<file path="config.mk">
export PLATFORM = sky130hd
export DESIGN_NAME = boot_image_block_parser
export DESIGN_NICKNAME = d
export VERILOG_FILES = /design/src/hw/rtl/bibp_pkg.sv /design/src/hw/rtl/boot_image_block_parser.sv
export SDC_FILE = /design/constraint.sdc
export NUM_CORES = 2
export LEC_CHECK = 0
export ABC_CLOCK_PERIOD_IN_PS = 18810
export BUFFER_PORTS_ARGS = -buffer_cell sky130_fd_sc_hd__buf_2
export CORE_AREA = 3 3 542 544
export DETAILED_ROUTE_END_ITERATION = 8
export DIE_AREA = 0 0 545 547
export SYNTH_ARGS = -nofsm -noshare
export SYNTH_HDL_FRONTEND = slang
export SYNTH_SLANG_ARGS = --single-unit
</file>
<file path="constraint.sdc">
create_clock -name aclk -period 18.81 [get_ports aclk]
set_clock_uncertainty 0.2 [all_clocks]
set_input_delay 1.881 -clock aclk [delete_from_list [all_inputs] [get_ports aclk]]
set_output_delay 1.881 -clock aclk [all_outputs]
set_load 0.05 [all_outputs]
</file>
<file path="src/hw/rtl/bibp_pkg.sv">
// Package for the boot image block parser.
// Holds the phase and result kind codes, the result record type and the sector layout helpers.
// No dependencies.
package bibp_pkg;

    localparam int NUM_SECTORS_DEF    = 14;
    localparam int RESERVED_WORDS_DEF = 8;

    localparam int GROUP_WORDS = 8;
    localparam int GIDX_W      = 3;
    localparam int WC_W        = 4;
    localparam int BOUND_W     = 33;
    localparam int PADDR_W     = 4;
    localparam int FIFO_DEPTH  = 4;
    localparam int FPTR_W      = 2;
    localparam int FCNT_W      = 3;

    localparam logic [15:0] KEY_VALUE  = 16'h08AA;
    localparam logic [15:0] BLANK_WORD = 16'hFFFF;
    localparam logic [31:0] ADDR_STEP  = 32'h0000_0008;

    localparam logic [31:0] FLASH_BASE_RST  = 32'd524288;
    localparam logic [16:0] SMALL_WORDS_RST = 17'd8192;
    localparam logic [20:0] LARGE_WORDS_RST = 21'd32768;

    localparam logic [1:0] REG_FLASH_BASE  = 2'd0;
    localparam logic [1:0] REG_SMALL_WORDS = 2'd1;
    localparam logic [1:0] REG_LARGE_WORDS = 2'd2;

    typedef enum logic [2:0] {
        PH_KEY      = 3'd0,
        PH_RESERVED = 3'd1,
        PH_ENTRY    = 3'd2,
        PH_SIZE     = 3'd3,
        PH_DEST     = 3'd4,
        PH_DATA     = 3'd5,
        PH_DONE     = 3'd6
    } phase_t;

    typedef enum logic [2:0] {
        KIND_ERASE       = 3'd0,
        KIND_PROGRAM     = 3'd1,
        KIND_ENTRY_GROUP = 3'd2,
        KIND_DONE_OK     = 3'd3,
        KIND_DONE_BAD    = 3'd4
    } kind_t;

    typedef logic [GROUP_WORDS-1:0][15:0] group_t;

    typedef struct packed {
        kind_t       kind;
        logic [31:0] address;
        logic [3:0]  sector;
        group_t      data;
        logic        last;
    } res_t;

    // Sectors 4 to 9 are large, all others small.
    function automatic int small_before(input int idx);
        int cnt;
        cnt = 0;
        for (int j = 0; j < idx; j++) begin
            if (j < 4 || j > 9) begin
                cnt++;
            end
        end
        return cnt;
    endfunction

endpackage

</file>
<file path="src/hw/rtl/boot_image_block_parser.sv">
// Boot image block parser: top level with parser state, sector lookup and result queue.
// Depends on bibp_pkg.
//
//   channel  | ports                               | direction
//   input    | s_valid s_ready s_word s_restart    | in
//   result   | m_valid m_ready m_kind m_address    | out
//            | m_sector m_data0..m_data7 m_last    |
//   config   | psel penable pwrite paddr pwdata    | in, prdata pready out
//
// One image word is taken per cycle while s_ready is high; its results are written
// into a four-entry result queue in the same cycle and leave at one per cycle while
// m_ready is high. s_ready is high while the queue has room for two results, so both
// results of a word fit.
// Sector start addresses are recomputed on each configuration write.
// Reset is synchronous on aresetn and empties the queue; no clearing pass.
module boot_image_block_parser #(
    parameter int NUM_SECTORS    = bibp_pkg::NUM_SECTORS_DEF,
    parameter int RESERVED_WORDS = bibp_pkg::RESERVED_WORDS_DEF
) (
    input  logic                         aclk,
    input  logic                         aresetn,
    input  logic                         s_valid,
    output logic                         s_ready,
    input  logic [15:0]                  s_word,
    input  logic                         s_restart,
    output logic                         m_valid,
    input  logic                         m_ready,
    output logic [2:0]                   m_kind,
    output logic [31:0]                  m_address,
    output logic [3:0]                   m_sector,
    output logic [15:0]                  m_data0,
    output logic [15:0]                  m_data1,
    output logic [15:0]                  m_data2,
    output logic [15:0]                  m_data3,
    output logic [15:0]                  m_data4,
    output logic [15:0]                  m_data5,
    output logic [15:0]                  m_data6,
    output logic [15:0]                  m_data7,
    output logic                         m_last,
    input  logic                         psel,
    input  logic                         penable,
    input  logic                         pwrite,
    input  logic [bibp_pkg::PADDR_W-1:0] paddr,
    input  logic [31:0]                  pwdata,
    output logic [31:0]                  prdata,
    output logic                         pready
);
    import bibp_pkg::*;

    localparam int SEC_W = (NUM_SECTORS > 1) ? $clog2(NUM_SECTORS) : 1;

    logic [31:0] flash_base_reg, flash_base_next;
    logic [16:0] small_words_reg, small_words_next;
    logic [20:0] large_words_reg, large_words_next;
    logic [BOUND_W-1:0] bound_reg [NUM_SECTORS+1];
    logic [BOUND_W-1:0] bound_next [NUM_SECTORS+1];
    logic [31:0] fb_src;
    logic [16:0] sm_src;
    logic [20:0] lg_src;
    logic        cfg_wr;
    logic [1:0]  cfg_idx;

    phase_t            phase_reg, phase_next, phase_eff;
    logic [WC_W-1:0]   wc_reg, wc_next, wc_eff;
    logic [31:0]       entry_addr_reg, entry_addr_next, entry_addr_eff;
    logic [31:0]       dest_reg, dest_next, dest_eff;
    logic [15:0]       left_reg, left_next, left_eff, left_dec;
    group_t            group_reg;
    group_t            entry_store_reg, entry_store_next, entry_store_eff;
    logic [NUM_SECTORS-1:0] erased_reg, erased_next, erased_eff;
    logic              key_bad_reg, key_bad_next, key_bad_eff;

    logic              s_accept;
    logic [WC_W:0]     wc_inc;
    logic [GIDX_W-1:0] gidx;
    logic              group_fin;
    group_t            group_full;
    logic              is_entry;
    logic              blank;
    logic [NUM_SECTORS-1:0] in_sec;
    logic              sec_hit;
    logic [SEC_W-1:0]  sec_idx;
    logic              do_erase;

    res_t        res0, res1;
    logic [1:0]  n_res;

    res_t              fifo_reg [FIFO_DEPTH];
    logic [FPTR_W-1:0] wr_ptr_reg, rd_ptr_reg;
    logic [FCNT_W-1:0] cnt_reg;
    logic              m_pop;
    res_t              head;

    assign pready  = 1'b1;
    assign cfg_wr  = psel && penable && pwrite && pready;
    assign cfg_idx = paddr[3:2];

    always_comb begin
        flash_base_next  = flash_base_reg;
        small_words_next = small_words_reg;
        large_words_next = large_words_reg;
        if (cfg_wr) begin
            unique case (cfg_idx)
                REG_FLASH_BASE:  flash_base_next  = pwdata;
                REG_SMALL_WORDS: small_words_next = pwdata[16:0];
                REG_LARGE_WORDS: large_words_next = pwdata[20:0];
                default: ;
            endcase
        end
    end

    always_comb begin
        unique case (cfg_idx)
            REG_FLASH_BASE:  prdata = flash_base_reg;
            REG_SMALL_WORDS: prdata = {15'd0, small_words_reg};
            REG_LARGE_WORDS: prdata = {11'd0, large_words_reg};
            default:         prdata = 32'd0;
        endcase
    end

    assign fb_src = aresetn ? flash_base_next  : FLASH_BASE_RST;
    assign sm_src = aresetn ? small_words_next : SMALL_WORDS_RST;
    assign lg_src = aresetn ? large_words_next : LARGE_WORDS_RST;

    for (genvar i = 0; i <= NUM_SECTORS; i++) begin : g_bound
        localparam int NS = small_before(i);
        localparam int NL = i - NS;
        assign bound_next[i] = BOUND_W'(fb_src)
                             + BOUND_W'(NS) * BOUND_W'(sm_src)
                             + BOUND_W'(NL) * BOUND_W'(lg_src);
    end

    always_ff @(posedge aclk) begin
        if (!aresetn) begin
            flash_base_reg  <= FLASH_BASE_RST;
            small_words_reg <= SMALL_WORDS_RST;
            large_words_reg <= LARGE_WORDS_RST;
        end else begin
            flash_base_reg  <= flash_base_next;
            small_words_reg <= small_words_next;
            large_words_reg <= large_words_next;
        end
        if (!aresetn || cfg_wr) begin
            bound_reg <= bound_next;
        end
    end

    assign s_ready  = (cnt_reg <= FCNT_W'(FIFO_DEPTH - 2));
    assign s_accept = s_valid && s_ready;

    always_comb begin
        if (s_restart) begin
            phase_eff       = PH_KEY;
            wc_eff          = '0;
            entry_addr_eff  = '0;
            dest_eff        = '0;
            left_eff        = '0;
            entry_store_eff = '0;
            erased_eff      = '0;
            key_bad_eff     = 1'b0;
        end else begin
            phase_eff       = phase_reg;
            wc_eff          = wc_reg;
            entry_addr_eff  = entry_addr_reg;
            dest_eff        = dest_reg;
            left_eff        = left_reg;
            entry_store_eff = entry_store_reg;
            erased_eff      = erased_reg;
            key_bad_eff     = key_bad_reg;
        end
    end

    assign wc_inc    = {1'b0, wc_eff} + 1'b1;
    assign gidx      = wc_eff[GIDX_W-1:0];
    assign left_dec  = (left_eff != 16'd0) ? left_eff - 16'd1 : 16'd0;
    assign group_fin = (phase_eff == PH_DATA)
                    && ((wc_inc >= (WC_W+1)'(GROUP_WORDS)) || (left_dec == 16'd0));
    assign is_entry  = (dest_eff == entry_addr_eff);

    always_comb begin
        for (int j = 0; j < GROUP_WORDS; j++) begin
            if (GIDX_W'(j) < gidx) begin
                group_full[j] = group_reg[j];
            end else if (GIDX_W'(j) == gidx) begin
                group_full[j] = s_word;
            end else begin
                group_full[j] = BLANK_WORD;
            end
        end
    end

    always_comb begin
        blank = 1'b1;
        for (int j = 0; j < GROUP_WORDS; j++) begin
            if (group_full[j] != BLANK_WORD) begin
                blank = 1'b0;
            end
        end
    end

    always_comb begin
        for (int i = 0; i < NUM_SECTORS; i++) begin
            in_sec[i] = ({1'b0, dest_eff} >= bound_reg[i])
                     && ({1'b0, dest_eff} < bound_reg[i+1]);
        end
    end

    always_comb begin
        sec_hit = 1'b0;
        sec_idx = '0;
        for (int i = 0; i < NUM_SECTORS; i++) begin
            if (!sec_hit && in_sec[i]) begin
                sec_hit = 1'b1;
                sec_idx = SEC_W'(i);
            end
        end
    end

    assign do_erase = group_fin && !is_entry && !blank && sec_hit && !erased_eff[sec_idx];

    // Next state of the parser.
    always_comb begin
        phase_next       = phase_eff;
        wc_next          = wc_eff;
        entry_addr_next  = entry_addr_eff;
        dest_next        = dest_eff;
        left_next        = left_eff;
        entry_store_next = entry_store_eff;
        erased_next      = erased_eff;
        key_bad_next     = key_bad_eff;
        unique case (phase_eff)
            PH_KEY: begin
                key_bad_next = (s_word != KEY_VALUE);
                wc_next      = '0;
                phase_next   = (RESERVED_WORDS == 0) ? PH_ENTRY : PH_RESERVED;
            end
            PH_RESERVED: begin
                if (wc_inc >= (WC_W+1)'(RESERVED_WORDS)) begin
                    wc_next    = '0;
                    phase_next = PH_ENTRY;
                end else begin
                    wc_next = wc_inc[WC_W-1:0];
                end
            end
            PH_ENTRY: begin
                if (wc_eff == '0) begin
                    entry_addr_next = {s_word, 16'd0};
                    wc_next         = WC_W'(1);
                end else begin
                    entry_addr_next = {entry_addr_eff[31:16], s_word};
                    wc_next         = '0;
                    phase_next      = PH_SIZE;
                end
            end
            PH_SIZE: begin
                if (s_word == 16'd0) begin
                    phase_next = PH_DONE;
                end else begin
                    left_next  = s_word;
                    wc_next    = '0;
                    phase_next = PH_DEST;
                end
            end
            PH_DEST: begin
                if (wc_eff == '0) begin
                    dest_next = {s_word, 16'd0};
                    wc_next   = WC_W'(1);
                end else begin
                    dest_next  = {dest_eff[31:16], s_word};
                    wc_next    = '0;
                    phase_next = PH_DATA;
                end
            end
            PH_DATA: begin
                left_next = left_dec;
                if (group_fin) begin
                    wc_next = '0;
                    if (is_entry) begin
                        entry_store_next = group_full;
                        phase_next       = PH_SIZE;
                    end else begin
                        if (do_erase) begin
                            erased_next[sec_idx] = 1'b1;
                        end
                        dest_next  = dest_eff + ADDR_STEP;
                        phase_next = (left_dec == 16'd0) ? PH_SIZE : PH_DATA;
                    end
                end else begin
                    wc_next = wc_inc[WC_W-1:0];
                end
            end
            default: ;
        endcase
    end

    // Results of the current word.
    always_comb begin
        res0  = '0;
        res1  = '0;
        n_res = 2'd0;
        unique case (phase_eff)
            PH_SIZE: begin
                if (s_word == 16'd0) begin
                    res0.kind    = KIND_ENTRY_GROUP;
                    res0.address = entry_addr_eff;
                    res0.data    = entry_store_eff;
                    res1.kind    = key_bad_eff ? KIND_DONE_BAD : KIND_DONE_OK;
                    res1.address = entry_addr_eff;
                    res1.last    = 1'b1;
                    n_res        = 2'd2;
                end
            end
            PH_DATA: begin
                if (group_fin && !is_entry && !blank) begin
                    if (do_erase) begin
                        res0.kind    = KIND_ERASE;
                        res0.address = bound_reg[sec_idx][31:0];
                        res0.sector  = 4'(sec_idx);
                        res1.kind    = KIND_PROGRAM;
                        res1.address = dest_eff;
                        res1.data    = group_full;
                        res1.last    = 1'b1;
                        n_res        = 2'd2;
                    end else begin
                        res0.kind    = KIND_PROGRAM;
                        res0.address = dest_eff;
                        res0.data    = group_full;
                        res0.last    = 1'b1;
                        n_res        = 2'd1;
                    end
                end
            end
            default: ;
        endcase
    end

    always_ff @(posedge aclk) begin
        if (!aresetn) begin
            phase_reg       <= PH_KEY;
            wc_reg          <= '0;
            entry_addr_reg  <= '0;
            dest_reg        <= '0;
            left_reg        <= '0;
            entry_store_reg <= '0;
            erased_reg      <= '0;
            key_bad_reg     <= 1'b0;
        end else if (s_accept) begin
            phase_reg       <= phase_next;
            wc_reg          <= wc_next;
            entry_addr_reg  <= entry_addr_next;
            dest_reg        <= dest_next;
            left_reg        <= left_next;
            entry_store_reg <= entry_store_next;
            erased_reg      <= erased_next;
            key_bad_reg     <= key_bad_next;
        end
    end

    always_ff @(posedge aclk) begin
        if (s_accept && phase_eff == PH_DATA) begin
            group_reg[gidx] <= s_word;
        end
    end

    assign m_pop = m_valid && m_ready;

    always_ff @(posedge aclk) begin
        if (s_accept && n_res != 2'd0) begin
            fifo_reg[wr_ptr_reg] <= res0;
        end
        if (s_accept && n_res == 2'd2) begin
            fifo_reg[wr_ptr_reg + FPTR_W'(1)] <= res1;
        end
    end

    always_ff @(posedge aclk) begin
        if (!aresetn) begin
            wr_ptr_reg <= '0;
            rd_ptr_reg <= '0;
            cnt_reg    <= '0;
        end else begin
            if (s_accept) begin
                wr_ptr_reg <= wr_ptr_reg + FPTR_W'(n_res);
            end
            if (m_pop) begin
                rd_ptr_reg <= rd_ptr_reg + FPTR_W'(1);
            end
            cnt_reg <= cnt_reg + (s_accept ? FCNT_W'(n_res) : FCNT_W'(0))
                     - (m_pop ? FCNT_W'(1) : FCNT_W'(0));
        end
    end

    assign head      = fifo_reg[rd_ptr_reg];
    assign m_valid   = (cnt_reg != '0);
    assign m_kind    = head.kind;
    assign m_address = head.address;
    assign m_sector  = head.sector;
    assign m_data0   = head.data[0];
    assign m_data1   = head.data[1];
    assign m_data2   = head.data[2];
    assign m_data3   = head.data[3];
    assign m_data4   = head.data[4];
    assign m_data5   = head.data[5];
    assign m_data6   = head.data[6];
    assign m_data7   = head.data[7];
    assign m_last    = head.last;

endmodule

</file>
==> impl_metrics.csv <==
group,metric,value,unit
floorplanning,die_h,547,um
floorplanning,num_io_pins,263,
synthesis,synth_ff_type,"edfxtp_1",
synthesis,synth_xor_area_frac,0.03818,
worst_hold_path,hp-class,"reg2reg",
clock_tree,cts_resized,0,
final_layout,final_common_cell,"edfxtp_1",
pwr,internal-power,6.671,mW
worst_hold_path,hp-start,"erased_reg[0]",
place,hpwl,278.0,mm
floorplanning,die_w,545,um
timing,fin_crit,11.24,ns
clock_tree,root_buffer,"clkbuf_16",
worst_setup_path,startpoint_type,"input pin",
routing,vias_per_cell,5.841,
final_layout,drive_gt1_frac,0.1002,
worst_setup_path,crit_type,"in2reg",
synthesis,yosys.area_share.simple,0.1284,
timing,period_share,0.5975,
pwr,p_sw,3.391,mW
synthesis,synth_compound_area_frac,0.1580,
pwr,ir_drop,97.37,uV
final_layout,area_delta_synth_final,12.14,%
pwr,p_leak,45.76,nW
job,cap_violations,0,
timing,relSlewSlack,0.05917,
global_routing,grt_use_total,0.2561,
synthesis,syn_inst,10160,
status,status,"completed",
pwr,p_total,10.06,mW
synthesis,ys_seq_area_frac,0.4339,
timing,worst_slew_pin_slew,1.406,ns
routing,dr.first_iter.drc_count,10290,
pwr,p_sw_frac,0.3370,
place,place_congestion,0.9854,
worst_setup_path,cpMaxStageDelayCell,"nor2_1",
routing,dr.pass1.iters,7,
clock_tree,numCtsBuffers,187,
timing,drv_slew,0,
routing,vias,83990,
worst_setup_path,end_kind,"flop",
global_routing,grt_max_degree,158,
pwr,p_comb_frac,0.236,
synthesis,avgSynthCellArea,9.960,um^2
final_layout,layout_common_cells,"edfxtp_1 (1,245), nand2_1 (1,031), inv_1 (958)",
synthesis,syn_area,0.1012,mm^2
timing,hold_violations,0,
place,portBuffers,259,
clock_tree,clkTransAtPathRegs,0.06,ns
synthesis,synth_cell_types,114,
routing,wl_per_cell,27.40,um
timing,holdWs,0.2561,ns
clock_tree,cts_max_level,4,
clock_tree,post_cts_buffers,0,
place,dp_slack,6.949,ns
synthesis,synth_fa_ha_area_frac,0.1372,
global_routing,grt_pass1_wl,566.8,mm
clock_tree,cts_hold_buffers,0,
synthesis,synth-edff-count,1245,
global_routing,overflow,0,
clock_tree,cts_tree,"yes",
routing,wirelength,394.0,mm
synthesis,yosys_warnings,0,
final_layout,nets,11370,
worst_setup_path,crit_path_frequent_cell,"o21ai_0",
timing,finalSetupTns,0,ns
floorplanning,placementRows,198,
final_layout,largest_reg_flops,672,
timing,setup_viol,0,
worst_setup_path,critPathArrivalTime,11.60,ns
clock_tree,cts.sinks,1570,
timing,setup_slack,7.572,ns
pwr,seq_power_share,0.391,
worst_setup_path,path_buf_inv,8,
clock_tree,clock_latency,0.90,ns
synthesis,synthesis.nets,11210,
routing,drc,0,
floorplanning,start_util,0.3487,
worst_setup_path,cp_top_family,"compound AO/OA/AOI/OAI gates",
worst_setup_path,crit_fanout,18,
routing,ant_nets,0,
floorplanning,die_area,0.2981,mm^2
global_routing,grt_pass1_vias,81850,
floorplanning,core_area,0.2901,mm^2
global_routing,antenna_found_initial,13,
timing,rsz0062_at_grt,"false",
synthesis,synth_mux_area_frac,0.04903,
worst_setup_path,rr_startpoint,"dest_reg[12]",
pwr,p_clk_frac,0.373,
timing,max_freq,88.98,MHz
pwr,p_per_area,88.70,mW/mm^2
synthesis,async_reset_ff_frac,0,
worst_setup_path,crit_start,"paddr[2]",
clock_tree,cts.path.max_buffers,4,
worst_setup_path,required,19.17,ns
synthesis,synth_top_family_by_area,"compound AO/OA/AOI/OAI gates",
synthesis,postSynthRegisterBits,1570,
worst_setup_path,max_stage_delay,0.74,ns
## power by group through the flow
| stage | registers [mW] | clock network [mW] | logic, mW |
|---|---|---|---|
| global route | 3.94 | 3.92 | 2.50 |
| CTS | 3.93 | 3.78 | 2.34 |
| global placement | 4.01 | 0 | 2.31 |
| finish | 3.94 | 3.75 | 2.38 |
| floorplan | 3.96 | 0 | 1.51 |
| detailed placement | 4.01 | 0 | 2.33 |
## cells in the mapped netlist, drive strengths merged (56+ instances only)
| cell type | n | share of area |
|---|---|---|
| nor3 | 154 | 0.0077 |
| nand2 | 1038 | 0.039 |
| nand3 | 189 | 0.0095 |
| nand4 | 109 | 0.0067 |
| o22ai | 226 | 0.014 |
| inv | 968 | 0.036 |
| xor2 | 88 | 0.0076 |
| mux4 | 168 | 0.037 |
| a211oi | 65 | 0.0052 |
| o21bai | 56 | 0.0042 |
| nand2b | 115 | 0.0072 |
| nor4 | 72 | 0.0052 |
| buf | 115 | 0.0057 |
| ha | 797 | 0.099 |
| a21oi | 608 | 0.030 |
| a21o | 91 | 0.0068 |
| nor2 | 780 | 0.029 |
| edfxtp | 1245 | 0.37 |
| nor2b | 91 | 0.0056 |
| clkbuf | 369 | 0.014 |
| mux2i | 113 | 0.011 |
| or3 | 72 | 0.0045 |
| fa | 192 | 0.038 |
| xnor2 | 353 | 0.031 |
| dfxtp | 325 | 0.064 |
| a22oi | 100 | 0.0074 |
| o21ai | 895 | 0.044 |
## worst paths after layout
| kind | end | slack (ns) | cells after the start |
|---|---|---|---|
| setup reg to reg | fifo_reg[3][64] | 9.27 | 21 |
| setup / recovery | bound_reg[59] | 7.57 | 33 |
| hold reg to reg | erased_reg[0] | 0.26 | 2 |
| hold / removal | erased_reg[0] | 0.26 | 2 |
## metal layers
layer,up-vias,part of all wire,GRT usage
met3,801,0.098,0.04289
met2,4699,0.45,0.4027
met5,-,0.000086,0
met1,41370,0.41,0.3514
li1,37120,-,-
met4,6,0.045,0.09980
## cell families (layout without fill, tap and decap cells)
kind of cell               count (synthesis)  count (layout)
and+or+nand+nor                         2824            2824
buffers and inverters                   1455            1770
adders and majority gates                995             995
xor gates and xnor gates                 441             441
DFF                                     1570            1570
muxes                                    285             285
other                                      1               9
AOI/OAI and AO/OA                       2586            2586
## worst min-delay path, delay by kind of cell, from the launching register on
family           cells  cell delay (ns)
AND/OR/NAND/NOR      1             0.05
flip-flops           1             0.31
AO/OA/AOI/OAI        1             0.05
## area by class of cell
type                       instances  area (um^2)
antenna                            8        20.02
clock inverter                    80        940.9
multi-input combinational       7132        52010
fill                           28280       176700
clock buffer                     264         5213
inverter                         971         3652
sequential                      1570        43900
timing repair buffer             455         2823
tap                             3900         4880
## metrics by stage
stage / util / instances / instance area, um^2
floorplan: - / 10160 / 101200
global placement: 0.3698 / 14030 / 107300
detailed placement: 0.3698 / 14030 / 107300
CTS: 0.3910 / 14370 / 113400
global route: 0.3910 / 14370 / 113400
finish: 0.3910 / 14380 / 113400
Power figures use the tool's default switching activity.
